**src/hw/rtl/ius_pkg.sv**
```systemverilog
// ----------------------------------------------------------------------------
// ius_pkg
// Types, constants and helpers of the 2x linear image upscaler.
// ----------------------------------------------------------------------------
package ius_pkg;

	localparam int MAX_WIDTH  = 1024;
	localparam int MAX_HEIGHT = 1024;

	localparam int COL_W    = $clog2(MAX_WIDTH);
	localparam int ROW_W    = $clog2(MAX_HEIGHT);
	localparam int PIX_W    = 8;
	localparam int SIZE_W   = 11;
	localparam int COORD_W  = 10;
	localparam int REGIDX_W = 2;

	// configuration register indexes
	localparam logic [REGIDX_W-1:0] REG_INTERP_MODE   = 2'd0;
	localparam logic [REGIDX_W-1:0] REG_SOURCE_WIDTH  = 2'd1;
	localparam logic [REGIDX_W-1:0] REG_SOURCE_HEIGHT = 2'd2;

	// quad slots, in emission order
	localparam logic [3:0] QSEL_ABOVE_LEFT = 4'b0001;
	localparam logic [3:0] QSEL_ABOVE      = 4'b0010;
	localparam logic [3:0] QSEL_LEFT       = 4'b0100;
	localparam logic [3:0] QSEL_HERE       = 4'b1000;

	typedef logic [PIX_W-1:0] pix_t;

	typedef struct packed {
		logic             interp_mode;
		logic [COL_W-1:0] col_last;
		logic [ROW_W-1:0] row_last;
	} cfg_t;

	typedef struct packed {
		pix_t             ul;
		pix_t             up;
		pix_t             lf;
		pix_t             p;
		logic [ROW_W-1:0] row;
		logic [COL_W-1:0] col;
		logic             frame_end;
		logic [3:0]       mask;
	} quad_job_t;

	function automatic pix_t avg2(pix_t a, pix_t b);
		logic [PIX_W:0] s;
		s = {1'b0, a} + {1'b0, b};
		return s[PIX_W:1];
	endfunction

	function automatic logic [COL_W-1:0] col_last_idx(logic [SIZE_W-1:0] v);
		if (v < SIZE_W'(2))
			return COL_W'(1);
		else if (32'(v) > MAX_WIDTH)
			return COL_W'(MAX_WIDTH - 1);
		else
			return COL_W'(v - SIZE_W'(1));
	endfunction

	function automatic logic [ROW_W-1:0] row_last_idx(logic [SIZE_W-1:0] v);
		if (v < SIZE_W'(2))
			return ROW_W'(1);
		else if (32'(v) > MAX_HEIGHT)
			return ROW_W'(MAX_HEIGHT - 1);
		else
			return ROW_W'(v - SIZE_W'(1));
	endfunction

endpackage

```
**src/hw/rtl/ius_ifs.sv**
```systemverilog


interface ius_quad_if;
	logic                        valid;
	logic                        ready;
	logic [ius_pkg::PIX_W-1:0]   quad_top_left;
	logic [ius_pkg::PIX_W-1:0]   quad_top_right;
	logic [ius_pkg::PIX_W-1:0]   quad_bottom_left;
	logic [ius_pkg::PIX_W-1:0]   quad_bottom_right;
	logic [ius_pkg::COORD_W-1:0] quad_row;
	logic [ius_pkg::COORD_W-1:0] quad_column;
	logic                        last_of_run;
	logic                        frame_done;
	modport source (output valid, output quad_top_left, output quad_top_right,
		output quad_bottom_left, output quad_bottom_right, output quad_row,
		output quad_column, output last_of_run, output frame_done, input ready);
	modport sink (input valid, input quad_top_left, input quad_top_right,
		input quad_bottom_left, input quad_bottom_right, input quad_row,
		input quad_column, input last_of_run, input frame_done, output ready);
endinterface


```
**src/hw/rtl/ius_quad_seq.sv**
```systemverilog
// ----------------------------------------------------------------------------
// ius_quad_seq
// Walks the pending quads of one job, computes each quad and holds it in
// the output register.
// ----------------------------------------------------------------------------
module ius_quad_seq (
	input  logic               clk,
	input  logic               arst_n,
	input  logic               job_valid,
	input  ius_pkg::quad_job_t job,
	output logic               job_ready,
	ius_quad_if.source         quad
);

	logic               s2_valid_q;
	ius_pkg::quad_job_t job_s2;
	logic [3:0]         pend_s2;

	logic                        out_valid_q;
	ius_pkg::pix_t               tl_q;
	ius_pkg::pix_t               tr_q;
	ius_pkg::pix_t               bl_q;
	ius_pkg::pix_t               br_q;
	logic [ius_pkg::COORD_W-1:0] qrow_q;
	logic [ius_pkg::COORD_W-1:0] qcol_q;
	logic                        last_q;
	logic                        done_q;

	logic [3:0]                sel;
	logic [3:0]                rem;
	logic                      emit;
	logic                      s2_done;
	ius_pkg::pix_t             a, b, c, d;
	logic [ius_pkg::ROW_W-1:0] r;
	logic [ius_pkg::COL_W-1:0] k;
	logic                      fd;

	assign sel       = pend_s2 & (~pend_s2 + 4'd1);
	assign rem       = pend_s2 & ~sel;
	assign emit      = s2_valid_q && (!out_valid_q || quad.ready);
	assign s2_done   = emit && (rem == '0);
	assign job_ready = !s2_valid_q || s2_done;

	always_comb begin
		a  = job_s2.p;
		b  = job_s2.p;
		c  = job_s2.p;
		d  = job_s2.p;
		r  = job_s2.row;
		k  = job_s2.col;
		fd = 1'b0;
		unique case (sel)
			ius_pkg::QSEL_ABOVE_LEFT: begin
				a = job_s2.ul;
				b = job_s2.up;
				c = job_s2.lf;
				r = job_s2.row - 1'b1;
				k = job_s2.col - 1'b1;
			end
			ius_pkg::QSEL_ABOVE: begin
				a = job_s2.up;
				b = job_s2.up;
				r = job_s2.row - 1'b1;
			end
			ius_pkg::QSEL_LEFT: begin
				a = job_s2.lf;
				c = job_s2.lf;
				k = job_s2.col - 1'b1;
			end
			default: begin
				fd = job_s2.frame_end;
			end
		endcase
	end

	always_ff @(posedge clk) begin
		if (emit) begin
			tl_q   <= a;
			tr_q   <= ius_pkg::avg2(a, b);
			bl_q   <= ius_pkg::avg2(a, c);
			br_q   <= ius_pkg::avg2(ius_pkg::avg2(a, b), ius_pkg::avg2(c, d));
			qrow_q <= ius_pkg::COORD_W'(r);
			qcol_q <= ius_pkg::COORD_W'(k);
			last_q <= rem == '0;
			done_q <= fd;
		end
		if (job_valid && job_ready)
			job_s2 <= job;
	end

	always_ff @(posedge clk or negedge arst_n) begin
		if (!arst_n) begin
			s2_valid_q  <= 1'b0;
			pend_s2     <= '0;
			out_valid_q <= 1'b0;
		end else begin
			if (job_valid && job_ready) begin
				s2_valid_q <= 1'b1;
				pend_s2    <= job.mask;
			end else if (emit) begin
				pend_s2 <= rem;
				if (s2_done)
					s2_valid_q <= 1'b0;
			end
			if (emit)
				out_valid_q <= 1'b1;
			else if (quad.ready)
				out_valid_q <= 1'b0;
		end
	end

	assign quad.valid             = out_valid_q;
	assign quad.quad_top_left     = tl_q;
	assign quad.quad_top_right    = tr_q;
	assign quad.quad_bottom_left  = bl_q;
	assign quad.quad_bottom_right = br_q;
	assign quad.quad_row          = qrow_q;
	assign quad.quad_column       = qcol_q;
	assign quad.last_of_run       = last_q;
	assign quad.frame_done        = done_q;

endmodule

```
**src/flat_wrapper.sv**
```systemverilog
// flat-port wrapper written by rule: the top's interface ports become plain ports
module ius_quad_seq_flat 
  (clk, arst_n, job_valid, job, job_ready, quad_valid, quad_quad_top_left, quad_quad_top_right, quad_quad_bottom_left, quad_quad_bottom_right, quad_quad_row, quad_quad_column, quad_last_of_run, quad_frame_done, quad_ready);
  ius_quad_if quad_i ();
  input  logic clk;
  input  logic arst_n;
  input  logic job_valid;
  input  ius_pkg::quad_job_t job;
  output logic job_ready;
  output wire logic [$bits(quad_i.valid)-1:0] quad_valid;
  output wire logic [$bits(quad_i.quad_top_left)-1:0] quad_quad_top_left;
  output wire logic [$bits(quad_i.quad_top_right)-1:0] quad_quad_top_right;
  output wire logic [$bits(quad_i.quad_bottom_left)-1:0] quad_quad_bottom_left;
  output wire logic [$bits(quad_i.quad_bottom_right)-1:0] quad_quad_bottom_right;
  output wire logic [$bits(quad_i.quad_row)-1:0] quad_quad_row;
  output wire logic [$bits(quad_i.quad_column)-1:0] quad_quad_column;
  output wire logic [$bits(quad_i.last_of_run)-1:0] quad_last_of_run;
  output wire logic [$bits(quad_i.frame_done)-1:0] quad_frame_done;
  input wire logic [$bits(quad_i.ready)-1:0] quad_ready;
  assign quad_valid = quad_i.valid;
  assign quad_quad_top_left = quad_i.quad_top_left;
  assign quad_quad_top_right = quad_i.quad_top_right;
  assign quad_quad_bottom_left = quad_i.quad_bottom_left;
  assign quad_quad_bottom_right = quad_i.quad_bottom_right;
  assign quad_quad_row = quad_i.quad_row;
  assign quad_quad_column = quad_i.quad_column;
  assign quad_last_of_run = quad_i.last_of_run;
  assign quad_frame_done = quad_i.frame_done;
  assign quad_i.ready = quad_ready;
  ius_quad_seq u_core (.clk(clk), .arst_n(arst_n), .job_valid(job_valid), .job(job), .job_ready(job_ready), .quad(quad_i));
endmodule
```
**config.mk**
```make
export PLATFORM = sky130hd
export DESIGN_NAME = ius_quad_seq_flat
export DESIGN_NICKNAME = d
export VERILOG_FILES = /design/src/hw/rtl/ius_pkg.sv /design/src/hw/rtl/ius_ifs.sv /design/src/hw/rtl/ius_quad_seq.sv /design/src/flat_wrapper.sv
export SDC_FILE = /design/constraint.sdc
export NUM_CORES = 1
export LEC_CHECK = 0
export BUFFER_PORTS_ARGS = -buffer_cell sky130_fd_sc_hd__buf_2
export CAP_MARGIN = 20
export CORE_MARGIN = 2
export CORE_UTILIZATION = 40
export DETAILED_ROUTE_END_ITERATION = 7
export GPL_TIMING_DRIVEN = 0
export PLACE_DENSITY = 0.57
export SETUP_SLACK_MARGIN = 0.05
export SKIP_CTS_REPAIR_TIMING = 1
export SYNTH_ARGS = -nofsm -noshare
export SYNTH_HDL_FRONTEND = slang
export SYNTH_SLANG_ARGS = --single-unit
```
**constraint.sdc**
```tcl
create_clock -name clk -period 5.8 [get_ports clk]
set_clock_uncertainty 0.2 [all_clocks]
set_input_delay 0.87 -clock clk [delete_from_list [all_inputs] [get_ports clk]]
set_output_delay 0.87 -clock clk [all_outputs]
set_load 0.05 [all_outputs]
```
## Word level (Yosys, flattened, before mapping)

Index checks and enable logic that the tools add are counted.

| word-level totals | value |
|---|---|
| bits in registers | 113 |
| memory bits (writable) | 0 |
| bits in latches | 0 |
| input port bits | 61 |
| output and inout port bits | 56 |
| memories | 0 |
| memory bits (read-only) | 0 |
| word-level logic and storage cells | 59 |

| operators by class | value |
|---|---|
| shift operators | 0 |
| magnitude comparators | 0 |
| $add $sub $neg | 7 |
| equal/unequal tests | 3 |
| multiply operators | 0 |
| bitwise operators | 4 |
| reductions and logical operators | 15 |
| mux-type cells | 12 |
| div/mod/pow operators | 0 |

Operators by type and width:

| cell | count |
|---|---|
| 8-bit by 8-bit adder with 9-bit output | 4 |
| 8-bit case mux with 3 select lines | 1 |
| 10-bit 2-to-1 mux | 2 |
| 10-bit by 1-bit subtractor with 10-bit output, second input constant | 2 |
| 8-bit 2-to-1 mux | 2 |
| 4-bit bitwise AND | 2 |
| 4-bit 2-to-1 mux | 2 |
| 4-bit NOT | 2 |
| 2-bit nonzero test | 3 |
| 1-bit 2-to-1 mux | 5 |
| 4-bit by 1-bit adder with 4-bit output, second input constant | 1 |
| 4-bit by 1-bit == test with 1-bit output, second input constant | 1 |
| 4-bit by 2-bit == test with 1-bit output, second input constant | 1 |
| 4-bit by 3-bit == test with 1-bit output, second input constant | 1 |
| 4-bit logical NOT | 1 |
| 2-bit OR reduction | 2 |
| 1-bit logical AND | 3 |
| 3-bit OR reduction | 1 |
| 1-bit logical NOT | 2 |
| 1-bit logical OR | 2 |
| 2-bit AND reduction | 1 |

## Depth between registers and ports, before layout

Gate-level depths: netlist (run 1).

| depth | value |
|---|---|
| word-level depth | 11 |
| mapped depth | 18 |

## Worst setup path before layout (run 1)

OpenSTA, ideal clock, no wires.

| path | value |
|---|---|
| path type | flip-flop to flip-flop |
| start point | register u_core.pend_s2[0] |
| end point | register u_core.br_q[6] (netlist: u_core.quad.quad_bottom_right[6]) (data pin) |
| cell stages (with the launch flop) | 18 |
| setup slack | 1397 ps |
| required time | 5341 ps |
| buffers on the path | 2 |
| data arrival time | 3944 ps |
| cell sequence | dfrtp_1 > clkbuf_1 > nor2_1 > clkbuf_1 > nand2_1 > o21ai_0 > ha_1 > a31oi_1 > nor2b_1 > nor3_1 > xnor2_1 > ha_1 > o21ai_0 > a21boi_0 > or4b_1 > mux2_2 > a21oi_2 > xor2_1 |

| on the way | value |
|---|---|
| cells in the longest elaborated chain, start to end | 8 |

Ends and longest elaborated chain:

| element | line | text |
|---|---|---|
| start: declaration | ius_quad_seq.sv:17 | `logic [3:0] pend_s2;` |
| start signal: assignment | ius_quad_seq.sv:99 | `pend_s2 <= job.mask;` |
| start signal: assignment | ius_quad_seq.sv:101 | `pend_s2 <= rem;` |
| 4-bit NOT | ius_quad_seq.sv:38 | `assign sel = pend_s2 & (~pend_s2 + 4'd1);` |
| 4-bit by 1-bit adder with 4-bit output | ius_quad_seq.sv:38 |  |
| 4-bit bitwise AND * | ius_quad_seq.sv:38 |  |
| 4-bit by 1-bit == test with 1-bit output (tied with other cells) | ius_quad_seq.sv:52 | `unique case (sel)` |
| 2-bit OR reduction (no source line) | - |  |
| 8-bit 2-to-1 mux | ius_quad_seq.sv:52 |  |
| 8-bit by 8-bit adder with 9-bit output | ius_pkg.sv:49 | `s = {1'b0, a} + {1'b0, b};` |
| 8-bit by 8-bit adder with 9-bit output * | ius_pkg.sv:49 |  |
| end signal: assignment | ius_quad_seq.sv:81 | `br_q <= ius_pkg::avg2(ius_pkg::avg2(a, b), ius_pkg::avg2(c, d));` |
| end: declaration | ius_quad_seq.sv:23 | `ius_pkg::pix_t br_q;` |

Every way passes the cells marked *; elsewhere a longest branch is shown, timed or not.
A chain may end at the register's enable or synchronous reset.

## Final worst setup path (run 1)

Ends and elaborated chain as after synthesis.

==> metrics.cfg, run 1 <==
[final_layout]
drive_gt1_share_pct=28.8
area_growth_pct=25.9
final_nets=672

[floorplanning]
ios=117
die-area_mm2=0.0149
core_area_mm2=0.0138
rows=43
dieWidth_um=122
die_h_um=122
start_util_pct=40.5

[flow_run]
drv_cap=0

[critical_path]
arrival_ns=5.26
cp_max_fo=10
cp_data_required_time_ns=5.77
critPathCaptureType=register
critical_path.startpoint_type=register
crit_type=reg -> reg

[placed_design]
pre_cts_ws_ns=0.260
portBuffers=116
gp_congestion=0.807
post-dp-hpwl_um=9340

[logic_synthesis]
syn_nets=535
synth_seq_area_share_pct=60.3
synth_top_area_share_pct=57.6
syn_area_mm2=0.00558
synth-seq-cells=113
ys.flop_type=edfxtp_1
yosysMostFrequentCell=edfxtp_1
yosysWarnings=0
synthTopCellsByCount=107 x edfxtp_1, 38 x inv_1, 32 x nand2_1
synthDistinctLibCells=50
syn_avg_cell_area_um2=12.7
synth_cells=440
synth.largest_area_cell=edfxtp_1
synth_area_leaders=edfxtp_1 58%, ha_1 6.7%, xor2_1 2.8%
synth_edf_count=107
synthArstFlopShare_pct=5.31

[global_route]
grt_pass1_wl_um=18800
antenna_found_initial=1
grt_pass1_vias=3601
grt.total_usage_pct=17.3
grt_max_degree=41
grt_overflow=0

[routing]
wl_per_cell_um=15.9
drtAntennaViolNets=0
via_per_inst=4.94
wirelength_um=12300
vias=3807
remaining_drc_errors=0
drt_pass1_iterations=5
drt_iter0_drc=237

[timing]
slew_headroom_pct=49.5
max_freq_mhz=189
min_period_ns=5.29
tightest_slew_ns=0.755
totalNegativeSetupSlack_ns=0
setup_slack_ns=0.507
hold_ws_ns=0.0697
final-max-slew-violation-count=0
setup_viol=0
rsz0062_at_grt=false
hold_viol=0
period_share_pct=91.3

[clock_network]
numCtsBuffers=17
cts.clk_slew.worst_paths_ns=0.05
h-tree-depth=4
cts_tree=built
root_buffer=clkbuf_16
clockBufferDepth=2
cts_sinks=113
clk_latency_ns=0.42

[worst_hold_path]
hp-class=in -> async

[status]
outcome=finished, final reports clean

final timing paths:
path                              startpoint                          endpoint  slack, ns  cells past startpoint
min reg2reg                u_core.s2_valid_q                 u_core.quad.valid       0.31                      1
min in group clk           u_core.s2_valid_q                 u_core.quad.valid       0.31                      1
max in group asynchronous             arst_n                 u_core.pend_s2[3]       5.18                      1
min                                   arst_n                 u_core.pend_s2[1]       0.07                      1
max                        u_core.pend_s2[0]  u_core.quad.quad_bottom_right[6]       0.51                     16
max reg2reg                u_core.pend_s2[0]  u_core.quad.quad_bottom_right[6]       0.51                     16
cell type report:
class | count | area, um2
inverter | 39 | 146
fill | 1254 | 6750
timing repair buffer | 118 | 621
multi-input combinational | 281 | 2040
clock buffer | 17 | 425
tap | 180 | 225
buffer | 7 | 33.8
sequential | 113 | 3360
clock inverter | 15 | 166
antenna | 1 | 2.50
metrics by stage:
step / util, % / std cells / cell area (um2)
floorplan: - / 440 / 5580
global placement: 46.4 / 736 / 6380
detailed placement: 46.6 / 738 / 6420
CTS: 50.9 / 770 / 7020
global route: 51.0 / 771 / 7030
finish: 51.0 / 771 / 7030
registers in the layout, summed over array words and instances (netlist names):
register / flops
u_core.s2_valid_q: 1
u_core.quad.frame_done: 1
u_core.job_s2: 45
u_core.quad.quad_bottom_right: 8
u_core.quad.last_of_run: 1
u_core.quad.quad_top_left: 8
u_core.quad.quad_bottom_left: 8
u_core.pend_s2: 4
u_core.quad.valid: 1
u_core.d: 8
u_core.quad.quad_row: 10
u_core.quad.quad_top_right: 8
u_core.quad.quad_column: 10
worst max-delay path, stage by stage (launching register included):
cell and delay, ns:
dfrtp_1 0.46, clkbuf_1 0.27, nor2_2 0.48, clkbuf_1 0.44, o21ai_0 0.33, ha_1 0.40
nand3_1 0.07, nor3_1 0.40, nor3_1 0.14, xnor2_1 0.16, ha_1 0.32, o21ai_0 0.12
a21boi_0 0.27, or4b_1 0.45, mux2_2 0.31, a21oi_2 0.14, xor2_1 0.08
logic make-up (layout without fill, tap and decap cells):
| logic type | after synthesis | after routing | synth area share [%] |
|---|---|---|---|
| AOI/OAI and AO/OA | 96 | 96 | 10.9 |
| xor gates and xnor gates | 35 | 35 | 5.63 |
| adders and majority gates | 35 | 35 | 8.34 |
| buffers and inverters | 46 | 196 | 3.23 |
| DFF | 113 | 113 | 60.3 |
| muxes | 14 | 14 | 2.76 |
| other | 0 | 1 | 0 |
| and+or+nand+nor | 101 | 101 | 8.84 |
metal layers:
layer	track usage (%)	vias up	share of wire, %
met5	0	-	0
li1	-	1905	-
met3	5.43	18	5.1
met1	22.6	1784	45
met2	26.7	100	48
met4	7.54	0	1.6
cells in the final DEF, fill, tap and decap left out, types with 11 or more instances in the layout:
cell	count
a21oi_1	29
buf_2	116
clkbuf_16	17
edfxtp_1	107
ha_1	30
inv_1	36
mux2_2	11
nand2_1	32
nor2_1	20
o21ai_0	23
xnor2_1	16
xor2_1	18
Power of run 1 is left out: the tool's default activity adds up to more than one toggle a clock period on the data nets, which glitch-free logic cannot reach.
==> run 2, diff against run 1 <==
- CELL_PAD_IN_SITES_DETAIL_PLACEMENT: default -> 1
- CELL_PAD_IN_SITES_GLOBAL_PLACEMENT: default -> 2
- CORE_UTILIZATION: 40 -> 36
- PLACE_DENSITY: 0.57 -> 0.75
==> metrics.cfg, run 2 (synthesized netlist as in run 1, its figures left out) <==
[status]
outcome=finished, final reports clean

[final_layout]
n_antenna_cell=0
num-fill-cells=1618
final_common_cell=buf_2
top_register=u_core.job_s2
area_growth_pct=25.8
final_nets=672
seqCellArea_mm2=0.00336
multi_input_area_mm2=0.00205
drive_gt1_share_pct=29.3
layout_common_cells=116 x buf_2, 107 x edfxtp_1, 36 x inv_1, 31 x nand2_1, 30 x ha_1
largest_reg_flops=45

[critical_path]
cp_max_fo=10
critPathCaptureType=register
arrival_ns=5.17
critical_path.startpoint_type=register
cp_data_required_time_ns=5.76
crit_type=reg -> reg
ff2ff_setup_slack_ns=0.59

[global_route]
grt_overflow=0
grt.total_usage_pct=17.6
grt_pass1_vias=4150
antenna_found_initial=0
grt_pass1_wl_um=21500
grt_max_degree=40

[clock_network]
cts_tree=built
h-tree-depth=4
cts_sinks=113
clockBufferDepth=2
root_buffer=clkbuf_16
numCtsBuffers=17
clk_latency_ns=0.42
cts.clk_slew.worst_paths_ns=0.05

[routing]
drt_pass1_iterations=4
via_per_inst=5.07
drt_iter0_drc=138
vias=3942
wirelength_um=14000
wl_per_cell_um=17.9
remaining_drc_errors=0
drtAntennaViolNets=0

[timing]
totalNegativeSetupSlack_ns=0
final-max-slew-violation-count=0
setup_viol=0
min_period_ns=5.21
rsz0062_at_grt=false
slew_headroom_pct=42.0
hold_viol=0
period_share_pct=89.8
max_freq_mhz=192
tightest_slew_ns=0.867

[flow_run]
drv_cap=0

[floorplanning]
die_h_um=128
core_area_mm2=0.0151
ios=117
rows=45
start_util_pct=36.8
dieWidth_um=128
die-area_mm2=0.0165

[placed_design]
post-dp-hpwl_um=10500
gp_congestion=0.813
portBuffers=116

[worst_hold_path]
hp-class=in -> async

==> run 2: worst max-delay path, stage by stage (launching register included) <==
cell,delay [ns]
dfrtp_1,0.48
clkbuf_1,0.28
nor2_1,0.73
nand2_2,0.33
o22ai_1,0.20
a21oi_1,0.11
ha_1,0.38
o21ai_0,0.15
a211oi_1,0.33
or4b_1,0.52
o2111ai_2,0.16
inv_1,0.08
ha_1,0.32
a21oi_1,0.19
nor3b_1,0.26
a21oi_2,0.10
xor2_1,0.14
==> run 2: per-stage QoR <==
| stage | setup slack, ns | std cells | utilization (%) | hold WS [ns] | instance area (um2) |
|---|---|---|---|---|---|
| 2_1_floorplan | 1.40 | 440 | - | 0.257 | 5580 |
| 3_3_place_gp | 0.247 | 744 | 42.2 | 0.276 | 6390 |
| 3_5_place_dp | 0.195 | 746 | 42.5 | 0.293 | 6430 |
| 4_1_cts | 0.159 | 778 | 46.2 | 0.0512 | 7000 |
| 5_1_grt | 0.163 | 778 | 46.3 | 0.0574 | 7020 |
| 6_report | 0.590 | 778 | 46.3 | 0.0741 | 7020 |
==> run 2: worst paths after layout <==
path,end,startpoint,depth (start not counted)
max,u_core.quad.quad_bottom_right[6],u_core.pend_s2[0],16
min,u_core.pend_s2[1],arst_n,1
max reg2reg,u_core.quad.quad_bottom_right[6],u_core.pend_s2[0],16
min reg2reg,u_core.quad.valid,u_core.s2_valid_q,1
max in group asynchronous,u_core.pend_s2[3],arst_n,1
min in group clk,u_core.quad.valid,u_core.s2_valid_q,1
==> run 2: area by class of cell <==
class | count | area share, %
Clock inverter | 15 | 2.05
Tap cell | 188 | 3.35
Clock buffer | 17 | 6.06
Buffer | 7 | 0.517
Inverter | 39 | 2.09
Timing Repair Buffer | 118 | 8.84
Multi-Input combinational cell | 281 | 29.2
Sequential cell | 113 | 47.9
==> run 2: metal layers <==
| metal | global-route usage, % | share of wire [%] | wire [um] |
|---|---|---|---|
| met4 | 7.10 | 2.1 | 297 |
| met2 | 29.7 | 50 | 7030 |
| met3 | 5.03 | 4.2 | 581 |
| met5 | 0 | 0 | 0 |
| met1 | 21.5 | 43 | 6050 |
Power of run 2 is left out for the same reason.
==> run 3, diff against run 2 <==
- CORE_ASPECT_RATIO: default -> 2
==> metrics.cfg, run 3 (synthesized netlist as in run 1, its figures left out) <==
[status]
outcome=finished, final reports clean

[floorplanning]
core_area_mm2=0.0152
start_util_pct=36.7
rows=64
die_h_um=180
ios=117
dieWidth_um=92.0
die-area_mm2=0.0166

[final_layout]
n_antenna_cell=0
final_nets=672
drive_gt1_share_pct=29.2
num-fill-cells=1660
largest_reg_flops=45
final_common_cell=buf_2
stdcell_area_mm2=0.00703
finalNonFillerCells=788
final_util_pct=46.2
area_growth_pct=26.0
top_register=u_core.job_s2
layout_common_cells=116 x buf_2, 107 x edfxtp_1, 36 x inv_1, 32 x nand2_1, 30 x ha_1

[timing]
setup_viol=0
totalNegativeSetupSlack_ns=0
rsz0062_at_grt=false
hold_viol=0
tightest_slew_ns=0.590
slew_headroom_pct=60.3
period_share_pct=90.5
final-max-slew-violation-count=0
min_period_ns=5.25
max_freq_mhz=191

[routing]
via_per_inst=4.93
wirelength_um=13900
drtAntennaViolNets=0
remaining_drc_errors=0
drt_iter0_drc=69
wl_per_cell_um=17.7
vias=3882
drt_pass1_iterations=4

[critical_path]
cp_data_required_time_ns=5.76
critPathCaptureType=register
critical_path.startpoint_type=register
cp_max_fo=10
crit_type=reg -> reg
arrival_ns=5.21

[global_route]
grt.total_usage_pct=17.7
grt_max_degree=41
antenna_found_initial=0
grt_pass1_wl_um=22300
grt_pass1_vias=4369
grt_overflow=0

[placed_design]
placed_area_mm2=0.00645
gp_congestion=0.806
portBuffers=116
post-dp-hpwl_um=11000
place_inst=756

[clock_network]
root_buffer=clkbuf_16
cts_sinks=113
h-tree-depth=4
clk_latency_ns=0.42
clockBufferDepth=2
cts.clk_slew.worst_paths_ns=0.06
numCtsBuffers=17
cts_tree=built

[flow_run]
drv_cap=0

[worst_hold_path]
hp-class=in -> async

[run 3: cell count changes in the layout (fill, tap and decap cells not counted), sizes merged]
cell	change
clkbuf	+1
clkinv	-2
inv	+1
[run 3: cell type report]
type                       instances  area (um2)  area share [%]
clock inverter                    14         139            1.98
clock buffer                      18         429            6.11
multi-input combinational        281        2050            29.1
tap                              198         248            3.53
inverter                          39         146            2.08
sequential                       113        3360            47.9
timing repair buffer             118         621            8.83
buffer                             7        36.3           0.516
[run 3: routing by layer]
layer  GRT usage (%)  part of all wire [%]
met1            16.9                    35
met2            35.6                    60
met3            2.97                   2.6
met4            7.64                   2.4
met5               0                     0
[run 3: critical path, stage by stage, from the launching register on]
cell and delay [ns]:
dfrtp_1 0.37, clkbuf_1 0.42, nor2_2 0.25, nand2_1 0.36, nor2_1 0.11, nor3_2 0.34
inv_1 0.17, fa_1 0.48, nor2b_1 0.14, o21ai_0 0.11, a21boi_0 0.27, nor2_1 0.10
ha_1 0.34, a21boi_0 0.35, or4b_1 0.46, mux2_2 0.30, a21oi_2 0.14, xor2_1 0.08
[run 3: final timing paths]
check                                                        end  depth (start not counted)  slack, ns              start
min in group clk                               u_core.quad.valid                          1       0.32  u_core.s2_valid_q
worst max-delay path            u_core.quad.quad_bottom_right[6]                         17       0.55  u_core.pend_s2[1]
worst max register to register  u_core.quad.quad_bottom_right[6]                         17       0.55  u_core.pend_s2[1]
worst min register to register                 u_core.quad.valid                          1       0.32  u_core.s2_valid_q
max in group asynchronous                      u_core.pend_s2[0]                          1       5.17             arst_n
worst min-delay path                           u_core.s2_valid_q                          1       0.07             arst_n
[run 3: through the flow]
step	setup slack, ns	hold slack (ns)
after floorplan	1.40	0.257
after global placement	0.00840	0.280
after detailed placement	0.0524	0.299
after CTS	0.0165	0.0651
after global routing	0.0438	0.0688
final	0.552	0.0696
Power of run 3 is left out for the same reason.
